**src/rtl/rhr_pkg.sv**
```systemverilog
// shared types, constants and the sine table of the radial hand rasterizer
package rhr_pkg;

  localparam int unsigned MaxPointsDefault = 64;

  localparam int unsigned PosW    = 6;
  localparam int unsigned LenW    = 7;
  localparam int unsigned GlyphW  = 8;
  localparam int unsigned RowW    = 11;
  localparam int unsigned ColW    = 12;
  localparam int unsigned CtrRowW = 9;
  localparam int unsigned CtrColW = 10;
  localparam int unsigned AspectW = 3;
  localparam int unsigned SinW    = 17;
  localparam int unsigned FracW   = 14;
  localparam int unsigned CfgIdxW = 2;
  localparam int unsigned CfgDataW = 10;

  localparam logic [PosW-1:0] Quarter  = PosW'(15);
  localparam logic [PosW-1:0] FullTurn = PosW'(60);

  localparam logic [CfgIdxW-1:0] CfgCenterCol = CfgIdxW'(0);
  localparam logic [CfgIdxW-1:0] CfgCenterRow = CfgIdxW'(1);
  localparam logic [CfgIdxW-1:0] CfgAspect    = CfgIdxW'(2);

  typedef struct packed {
    logic [PosW-1:0]   position;
    logic [LenW-1:0]   hand_length;
    logic [GlyphW-1:0] glyph;
  } rhr_in_t;

  typedef struct packed {
    logic signed [RowW-1:0] row;
    logic signed [ColW-1:0] col;
    logic [GlyphW-1:0]      glyph_out;
    logic                   last;
  } rhr_out_t;

  typedef struct packed {
    logic load;
    logic step;
  } rhr_acc_ctrl_t;

  // sin(k * 6 deg) in Q2.14, rounded to nearest
  function automatic logic signed [SinW-1:0] sin_q14(input logic [PosW-1:0] k);
    logic signed [SinW-1:0] v;
    unique case (k)
      6'd0:  v = 17'sd0;
      6'd1:  v = 17'sd1713;
      6'd2:  v = 17'sd3406;
      6'd3:  v = 17'sd5063;
      6'd4:  v = 17'sd6664;
      6'd5:  v = 17'sd8192;
      6'd6:  v = 17'sd9630;
      6'd7:  v = 17'sd10963;
      6'd8:  v = 17'sd12176;
      6'd9:  v = 17'sd13255;
      6'd10: v = 17'sd14189;
      6'd11: v = 17'sd14968;
      6'd12: v = 17'sd15582;
      6'd13: v = 17'sd16026;
      6'd14: v = 17'sd16294;
      6'd15: v = 17'sd16384;
      6'd16: v = 17'sd16294;
      6'd17: v = 17'sd16026;
      6'd18: v = 17'sd15582;
      6'd19: v = 17'sd14968;
      6'd20: v = 17'sd14189;
      6'd21: v = 17'sd13255;
      6'd22: v = 17'sd12176;
      6'd23: v = 17'sd10963;
      6'd24: v = 17'sd9630;
      6'd25: v = 17'sd8192;
      6'd26: v = 17'sd6664;
      6'd27: v = 17'sd5063;
      6'd28: v = 17'sd3406;
      6'd29: v = 17'sd1713;
      6'd30: v = 17'sd0;
      6'd31: v = -17'sd1713;
      6'd32: v = -17'sd3406;
      6'd33: v = -17'sd5063;
      6'd34: v = -17'sd6664;
      6'd35: v = -17'sd8192;
      6'd36: v = -17'sd9630;
      6'd37: v = -17'sd10963;
      6'd38: v = -17'sd12176;
      6'd39: v = -17'sd13255;
      6'd40: v = -17'sd14189;
      6'd41: v = -17'sd14968;
      6'd42: v = -17'sd15582;
      6'd43: v = -17'sd16026;
      6'd44: v = -17'sd16294;
      6'd45: v = -17'sd16384;
      6'd46: v = -17'sd16294;
      6'd47: v = -17'sd16026;
      6'd48: v = -17'sd15582;
      6'd49: v = -17'sd14968;
      6'd50: v = -17'sd14189;
      6'd51: v = -17'sd13255;
      6'd52: v = -17'sd12176;
      6'd53: v = -17'sd10963;
      6'd54: v = -17'sd9630;
      6'd55: v = -17'sd8192;
      6'd56: v = -17'sd6664;
      6'd57: v = -17'sd5063;
      6'd58: v = -17'sd3406;
      6'd59: v = -17'sd1713;
      default: v = 17'sd0;
    endcase
    return v;
  endfunction

endpackage

```
**src/rtl/rhr_accum_unit.sv**
```systemverilog
// shared step unit: per-hand slopes, offset accumulators and truncating shift
module rhr_accum_unit #(
  parameter int unsigned MAX_POINTS = rhr_pkg::MaxPointsDefault
) (
  input  logic                              clk_i,
  input  logic                              rst_ni,
  input  rhr_pkg::rhr_acc_ctrl_t            ctrl_i,
  input  logic [rhr_pkg::PosW-1:0]          pos_i,
  input  logic [rhr_pkg::AspectW-1:0]       aspect_i,
  output logic signed [rhr_pkg::RowW-1:0]   row_off_o,
  output logic signed [rhr_pkg::ColW-1:0]   col_off_o
);
  import rhr_pkg::*;

  localparam int unsigned StepW = $clog2(MAX_POINTS + 1);
  localparam int unsigned RAccW = StepW + FracW + 1;
  localparam int unsigned CSlpW = SinW + 1;
  localparam int unsigned CAccW = StepW + FracW + 4;
  localparam int unsigned ProdW = SinW + AspectW + 1;

  logic signed [SinW-1:0]  s_q;
  logic signed [CSlpW-1:0] c_q;
  logic signed [RAccW-1:0] row_acc_q, row_acc_d;
  logic signed [CAccW-1:0] col_acc_q, col_acc_d;

  logic [PosW-1:0]         sidx;
  logic signed [SinW-1:0]  sin_s, sin_c;
  logic signed [ProdW-1:0] prod;
  logic signed [RAccW-1:0] row_sh;
  logic signed [CAccW-1:0] col_sh;
  logic                    row_rnd, col_rnd;

  // row uses the angle a quarter turn back
  always_comb begin
    sidx  = (pos_i >= Quarter) ? (pos_i - Quarter) : (pos_i + (FullTurn - Quarter));
    sin_s = sin_q14(sidx);
    sin_c = sin_q14(pos_i);
    prod  = sin_c * $signed({1'b0, aspect_i});
  end

  // value after the next step, then truncation toward zero
  always_comb begin
    row_acc_d = row_acc_q + RAccW'(s_q);
    col_acc_d = col_acc_q + CAccW'(c_q);
    row_sh    = row_acc_d >>> FracW;
    col_sh    = col_acc_d >>> FracW;
    row_rnd   = row_acc_d[RAccW-1] && (|row_acc_d[FracW-1:0]);
    col_rnd   = col_acc_d[CAccW-1] && (|col_acc_d[FracW-1:0]);
    row_off_o = RowW'(row_sh) + RowW'({1'b0, row_rnd});
    col_off_o = ColW'(col_sh) + ColW'({1'b0, col_rnd});
  end

  always_ff @(posedge clk_i or negedge rst_ni) begin
    if (!rst_ni) begin
      row_acc_q <= '0;
      col_acc_q <= '0;
    end else if (ctrl_i.load) begin
      row_acc_q <= '0;
      col_acc_q <= '0;
    end else if (ctrl_i.step) begin
      row_acc_q <= row_acc_d;
      col_acc_q <= col_acc_d;
    end
  end

  always_ff @(posedge clk_i) begin
    if (ctrl_i.load) begin
      s_q <= sin_s;
      c_q <= CSlpW'(prod);
    end
  end

endmodule

```
**src/rtl/radial_hand_rasterizer.sv**
```systemverilog
// top level of the radial hand rasterizer: sequencer, config registers, output register
// a taken input beat moves the sequencer to setup, which loads the step unit, then run
// throughput: one cell per cycle from the shared step unit while the output does not
//   stall; the input stalls until a hand ends, and a hand of zero cells stays idle
// reset: asynchronous active low; sequencer idle, output empty, registers at
//   center_col 40, center_row 12, aspect 2
module radial_hand_rasterizer #(
  parameter int unsigned MAX_POINTS = rhr_pkg::MaxPointsDefault
) (
  input  logic                          clk_i,
  input  logic                          rst_ni,
  // input channel
  input  logic                          in_valid_i,
  output logic                          in_stall_o,
  input  rhr_pkg::rhr_in_t              in_data_i,
  // output channel
  output logic                          out_valid_o,
  input  logic                          out_stall_i,
  output rhr_pkg::rhr_out_t             out_data_o,
  // config write port
  input  logic                          cfg_we_i,
  input  logic [rhr_pkg::CfgIdxW-1:0]   cfg_index_i,
  input  logic [rhr_pkg::CfgDataW-1:0]  cfg_wdata_i
);
  import rhr_pkg::*;

  localparam int unsigned CntW = $clog2(MAX_POINTS + 1);

  typedef enum logic [1:0] {
    StIdle,
    StSetup,
    StRun
  } state_e;

  state_e state_q;

  // config registers
  logic [CtrColW-1:0] center_col_q;
  logic [CtrRowW-1:0] center_row_q;
  logic [AspectW-1:0] aspect_q;

  // per-hand context
  logic [PosW-1:0]    pos_q;
  logic [GlyphW-1:0]  glyph_q;
  logic [CntW-1:0]    remain_q;

  // output register
  logic               out_valid_q;
  rhr_out_t           out_data_q;

  logic               in_beat;
  logic               slot_free;
  logic               do_step;
  logic [LenW-1:0]    cnt_raw;
  logic [CntW-1:0]    cnt_sat;
  logic [PosW-1:0]    pos_sat;
  rhr_acc_ctrl_t      acc_ctrl;
  logic signed [RowW-1:0] row_off;
  logic signed [ColW-1:0] col_off;

  assign in_stall_o  = (state_q != StIdle);
  assign in_beat     = in_valid_i && !in_stall_o;
  assign out_valid_o = out_valid_q;
  assign out_data_o  = out_data_q;

  // the output register takes a new cell when empty or being drained
  assign slot_free = !out_valid_q || !out_stall_i;
  assign do_step   = (state_q == StRun) && slot_free;

  assign acc_ctrl.load = (state_q == StSetup);
  assign acc_ctrl.step = do_step;

  // cell count: length minus one, floored at zero, capped at the point limit
  always_comb begin
    cnt_raw = (in_data_i.hand_length > LenW'(1)) ? (in_data_i.hand_length - LenW'(1))
                                                 : '0;
    if ({1'b0, cnt_raw} > 8'(MAX_POINTS)) begin
      cnt_sat = CntW'(MAX_POINTS);
    end else begin
      cnt_sat = CntW'(cnt_raw);
    end
    // positions past a full turn clamp to the top
    pos_sat = (in_data_i.position > FullTurn) ? FullTurn : in_data_i.position;
  end

  rhr_accum_unit #(
    .MAX_POINTS (MAX_POINTS)
  ) u_accum (
    .clk_i     (clk_i),
    .rst_ni    (rst_ni),
    .ctrl_i    (acc_ctrl),
    .pos_i     (pos_q),
    .aspect_i  (aspect_q),
    .row_off_o (row_off),
    .col_off_o (col_off)
  );

  // config writes; indexes past the list are ignored
  always_ff @(posedge clk_i or negedge rst_ni) begin
    if (!rst_ni) begin
      center_col_q <= CtrColW'(40);
      center_row_q <= CtrRowW'(12);
      aspect_q     <= AspectW'(2);
    end else if (cfg_we_i) begin
      unique case (cfg_index_i)
        CfgCenterCol: center_col_q <= cfg_wdata_i[CtrColW-1:0];
        CfgCenterRow: center_row_q <= cfg_wdata_i[CtrRowW-1:0];
        CfgAspect:    aspect_q     <= cfg_wdata_i[AspectW-1:0];
        default:      ;
      endcase
    end
  end

  // sequencer and output register
  always_ff @(posedge clk_i or negedge rst_ni) begin
    if (!rst_ni) begin
      state_q     <= StIdle;
      remain_q    <= '0;
      out_valid_q <= 1'b0;
    end else begin
      // drained with nothing new behind it
      if (out_valid_q && !out_stall_i && !do_step) begin
        out_valid_q <= 1'b0;
      end
      unique case (state_q)
        StIdle: begin
          if (in_beat) begin
            remain_q <= cnt_sat;
            // a hand with no cells never leaves idle
            if (cnt_sat != '0) begin
              state_q <= StSetup;
            end
          end
        end
        StSetup: begin
          state_q <= StRun;
        end
        StRun: begin
          if (do_step) begin
            out_valid_q <= 1'b1;
            remain_q    <= remain_q - CntW'(1);
            if (remain_q == CntW'(1)) begin
              state_q <= StIdle;
            end
          end
        end
        default: state_q <= StIdle;
      endcase
    end
  end

  // payload registers
  always_ff @(posedge clk_i) begin
    if (in_beat) begin
      pos_q   <= pos_sat;
      glyph_q <= in_data_i.glyph;
    end
    if (do_step) begin
      out_data_q.row       <= $signed({2'b00, center_row_q}) + row_off;
      out_data_q.col       <= $signed({2'b00, center_col_q}) + col_off;
      out_data_q.glyph_out <= glyph_q;
      out_data_q.last      <= (remain_q == CntW'(1));
    end
  end

`ifndef SYNTHESIS
  a_run_has_work: assert property (@(posedge clk_i) disable iff (!rst_ni)
    state_q == StRun |-> remain_q != '0)
    else $error("run state with no cells left");

  a_setup_to_run: assert property (@(posedge clk_i) disable iff (!rst_ni)
    state_q == StSetup |=> state_q == StRun)
    else $error("setup did not advance to run");

  a_last_ends_run: assert property (@(posedge clk_i) disable iff (!rst_ni)
    do_step && remain_q == CntW'(1) |=> state_q == StIdle && out_valid_q && out_data_q.last)
    else $error("final cell did not end the hand");

  a_empty_hand: assert property (@(posedge clk_i) disable iff (!rst_ni)
    in_beat && cnt_sat == '0 |=> state_q == StIdle)
    else $error("empty hand left idle");
`endif

endmodule
```
**config.mk**
```make
export PLATFORM = sky130hd
export DESIGN_NAME = radial_hand_rasterizer
export DESIGN_NICKNAME = d
export VERILOG_FILES = /design/src/rtl/rhr_pkg.sv /design/src/rtl/rhr_accum_unit.sv /design/src/rtl/radial_hand_rasterizer.sv
export SDC_FILE = /design/constraint.sdc
export NUM_CORES = 1
export LEC_CHECK = 0
export ABC_AREA = 0
export BUFFER_PORTS_ARGS = -buffer_cell sky130_fd_sc_hd__buf_2
export CORE_MARGIN = 10
export CORE_UTILIZATION = 40
export CTS_CLUSTER_DIAMETER = 200
export CTS_CLUSTER_SIZE = 40
export DETAILED_ROUTE_END_ITERATION = 10
export MAX_ROUTING_LAYER = met4
export PLACE_DENSITY = 0.56
export RECOVER_POWER = 50
export SYNTH_ARGS = -nofsm -noshare
export SYNTH_HDL_FRONTEND = slang
export SYNTH_HIERARCHICAL = 1
export SYNTH_SLANG_ARGS = --single-unit
```
**constraint.sdc**
```tcl
create_clock -name clk_i -period 9.3 [get_ports clk_i]
set_input_delay 1.395 -clock clk_i [delete_from_list [all_inputs] [get_ports clk_i]]
set_output_delay 1.395 -clock clk_i [all_outputs]
set_load 0.005 [all_outputs]
```
==> metrics.txt <==
Detail Route Antenna Nets 0; synth unique cells 91; Async SR Flop Fraction 49.7%; initial core utilization 40.6%; Finished Cell Area 0.0153 mm²; Fin Setup TNS 0 ns; Num CTS Buffers 17; root buffer cell clkbuf_16; final period demand of the worst path 6.60 ns; Final Skew 0.0145 ns; clk sinks 159; Finished Core Util 44.3%; share of cells above drive strength 1 9.60%; Syn. warnings 6; via count 12200; Overall Global Routing Usage 17.4%; # resized after CTS 0; Longest Clk Path Bufs 2; largest net degree at the start of global routing 83; startpoint types flip-flop; worst r2r path cells 20; gr ovfl total 0; placed cell area 0.0148 mm²; Hold-fix buffers, CTS 0; register area share after synthesis 31.2%; initial antenna violation count 0; flop-to-flop setup slack 2.70 ns; status finished with violations; first-pass GRT wire length 61600 µm; Post-synth EDFFs 80; worst reg2reg path startpoint pos_q[0]; Max-cap violations 3; Crit Path Category flip-flop to flip-flop; Post-synth top flop edfxtp_1; synthesized netlist net count 1824; row count 68; Synth area leader edfxtp_1; Crit. Startpoint pos_q[0]; Slew @ Worst Pin 4.10 ns; ANT cells 0; fin. max-slew vios 175; core area 0.0346 mm²; CP arrival 6.79 ns; final net count 1833; # IOs 72; Hold Path Sink out_data_o[3]; Worst-path clk slew 0.08 ns; most frequent cells after synthesis nor2_1, a21oi_1, nand2_1; chip height 208 µm; DRC 0; Post-Syn Area 0.0141 mm²; Synth top area share 17.1%; HPWL after detailed placement 26800 µm; RSZ-0062 raised after global routing no; DRT iter0 DRCs 1283; H-tree Lvls 4; final setup fails 0; die area 0.0431 mm²; placer congestion estimate 0.941; Hold Startpoint glyph_q[2]; failing checks max-capacitance violations, max-slew violations; Final Cycle Share 71.0%; die width 208 µm; Syn Area/Cell 8.56 µm²; number of global-route vias before repair 11700; post-CTS setup buffers 0; worst skew pair latency 0.45 ns; wire length per cell 17.5 µm; Achievable Freq 0.152 GHz; TritonCTS clock tree yes; Worst Hold Class flip-flop to flip-flop; endpoints failing hold 0; drt total wl 37100 µm; count leader, synth nor2_1; Pre-Repair DR Iteration Count 7; Seq cells post-synth 159; Syn Inst Count 1644; top cells by area, synth edfxtp_1, dfrtp_1, ha_1, a21oi_1, nor2_1; Port Buffers 71; Slew headroom -173%; CP Data Required Time 9.49 ns; Setup crit end kind flip-flop; worst flop-to-flop path endpoint u_accum/c_q[16]; hold depth 0; Max FO, Critical Path 23; via density per instance 5.74; P&R area growth vs syn 8.88%
## logic make-up after synthesis
logic type,count (synthesis),share of synthesized area (%)
adder cells (fa/ha/maj),142,13.6
multiplexers,59,4.40
buffers and inverters,198,5.45
AO/OA/AOI/OAI,479,22.0
XOR/XNOR,88,5.58
AND/OR/NAND/NOR,519,17.8
flip-flops,159,31.2
## worst max-delay path: stages (launching register included)
cell	delay [ns]
edfxtp_1	0.85
inv_1	0.33
ha_1	0.63
inv_1	0.50
nand2_1	0.22
a311oi_1	0.28
o21ai_0	0.17
and2_1	0.19
ha_1	0.32
fa_1	0.57
inv_1	0.06
fa_1	0.45
nor2b_1	0.11
o21ai_0	0.11
a21boi_0	0.26
o21ai_0	0.17
a211oi_1	0.31
nor3_1	0.12
o41ai_1	0.38
a21oi_1	0.13
xnor2_1	0.14
## per-layer routing
layer | track usage [%] | routed length [µm] | vias to the layer above
met2 | 26.2 | 16600 | 355
met1 | 23.2 | 17600 | 5808
met4 | 5.97 | 790 | 0
met3 | 2.66 | 2040 | 56
met5 | - | 0 | -
li1 | - | - | 5963
## stage by stage
stage	hold WS [ns]	worst slack (ns)	cells
floorplan	0.400	4.16	1644
global placement	0.401	3.03	2089
detailed placement	0.405	2.86	2089
CTS	0.421	2.79	2121
global route	0.437	2.10	2121
finish	0.421	2.70	2121
## cells in the final DEF, fill, tap and decap left out, types with 21 or more instances in the layout
cell / Yosys / routed
mux2i_1: 36 / 35
ha_1: 123 / 123
o21ai_0: 92 / 92
xor2_1: 25 / 25
edfxtp_1: 80 / 80
nand2_1: 139 / 139
buf_2: 13 / 54
o21ai_1: 26 / 25
a21oi_1: 141 / 141
and2_1: 41 / 40
inv_1: 101 / 101
nand3_1: 25 / 25
nor2_1: 169 / 169
mux2_2: 23 / 23
a211oi_1: 27 / 27
nor3_1: 49 / 49
xnor2_1: 61 / 60
a21o_1: 21 / 21
dfrtp_1: 74 / 74
## sequential cells by signal, summed over array words and instances, names as in the netlist
| register | cells |
|---|---|
| u_accum/s_q | 16 |
| out_data_o | 32 |
| state_q | 2 |
| remain_q | 7 |
| pos_q | 6 |
| aspect_q | 3 |
| center_row_q | 9 |
| u_accum/c_q | 18 |
| glyph_q | 8 |
| u_accum/col_acc_q | 25 |
| out_valid_o | 1 |
| center_col_q | 10 |
| u_accum/row_acc_q | 22 |
## how the worst max path moves through the flow
stage,endpoint,slack (ns),depth (start not counted)
after floorplan,u_accum/c_q[16],4.16,21
after global placement,u_accum/c_q[16],3.03,20
after detailed placement,u_accum/c_q[16],2.86,20
after CTS,u_accum/c_q[16],2.79,20
after global routing,u_accum/c_q[16],2.10,20
final,u_accum/c_q[16],2.70,20
## final cells by class
| class | count | area (µm²) |
|---|---|---|
| Tap cell | 455 | 569 |
| Clock buffer | 17 | 425 |
| Timing Repair Buffer | 84 | 420 |
| Multi-Input combinational cell | 1287 | 8940 |
| Inverter | 104 | 390 |
| Fill cell | 3403 | 19300 |
| Sequential cell | 159 | 4390 |
| Clock inverter | 15 | 196 |
Power is left out: the tool's default activity adds up to more than one toggle a clock period on the data nets, which glitch-free logic cannot reach.
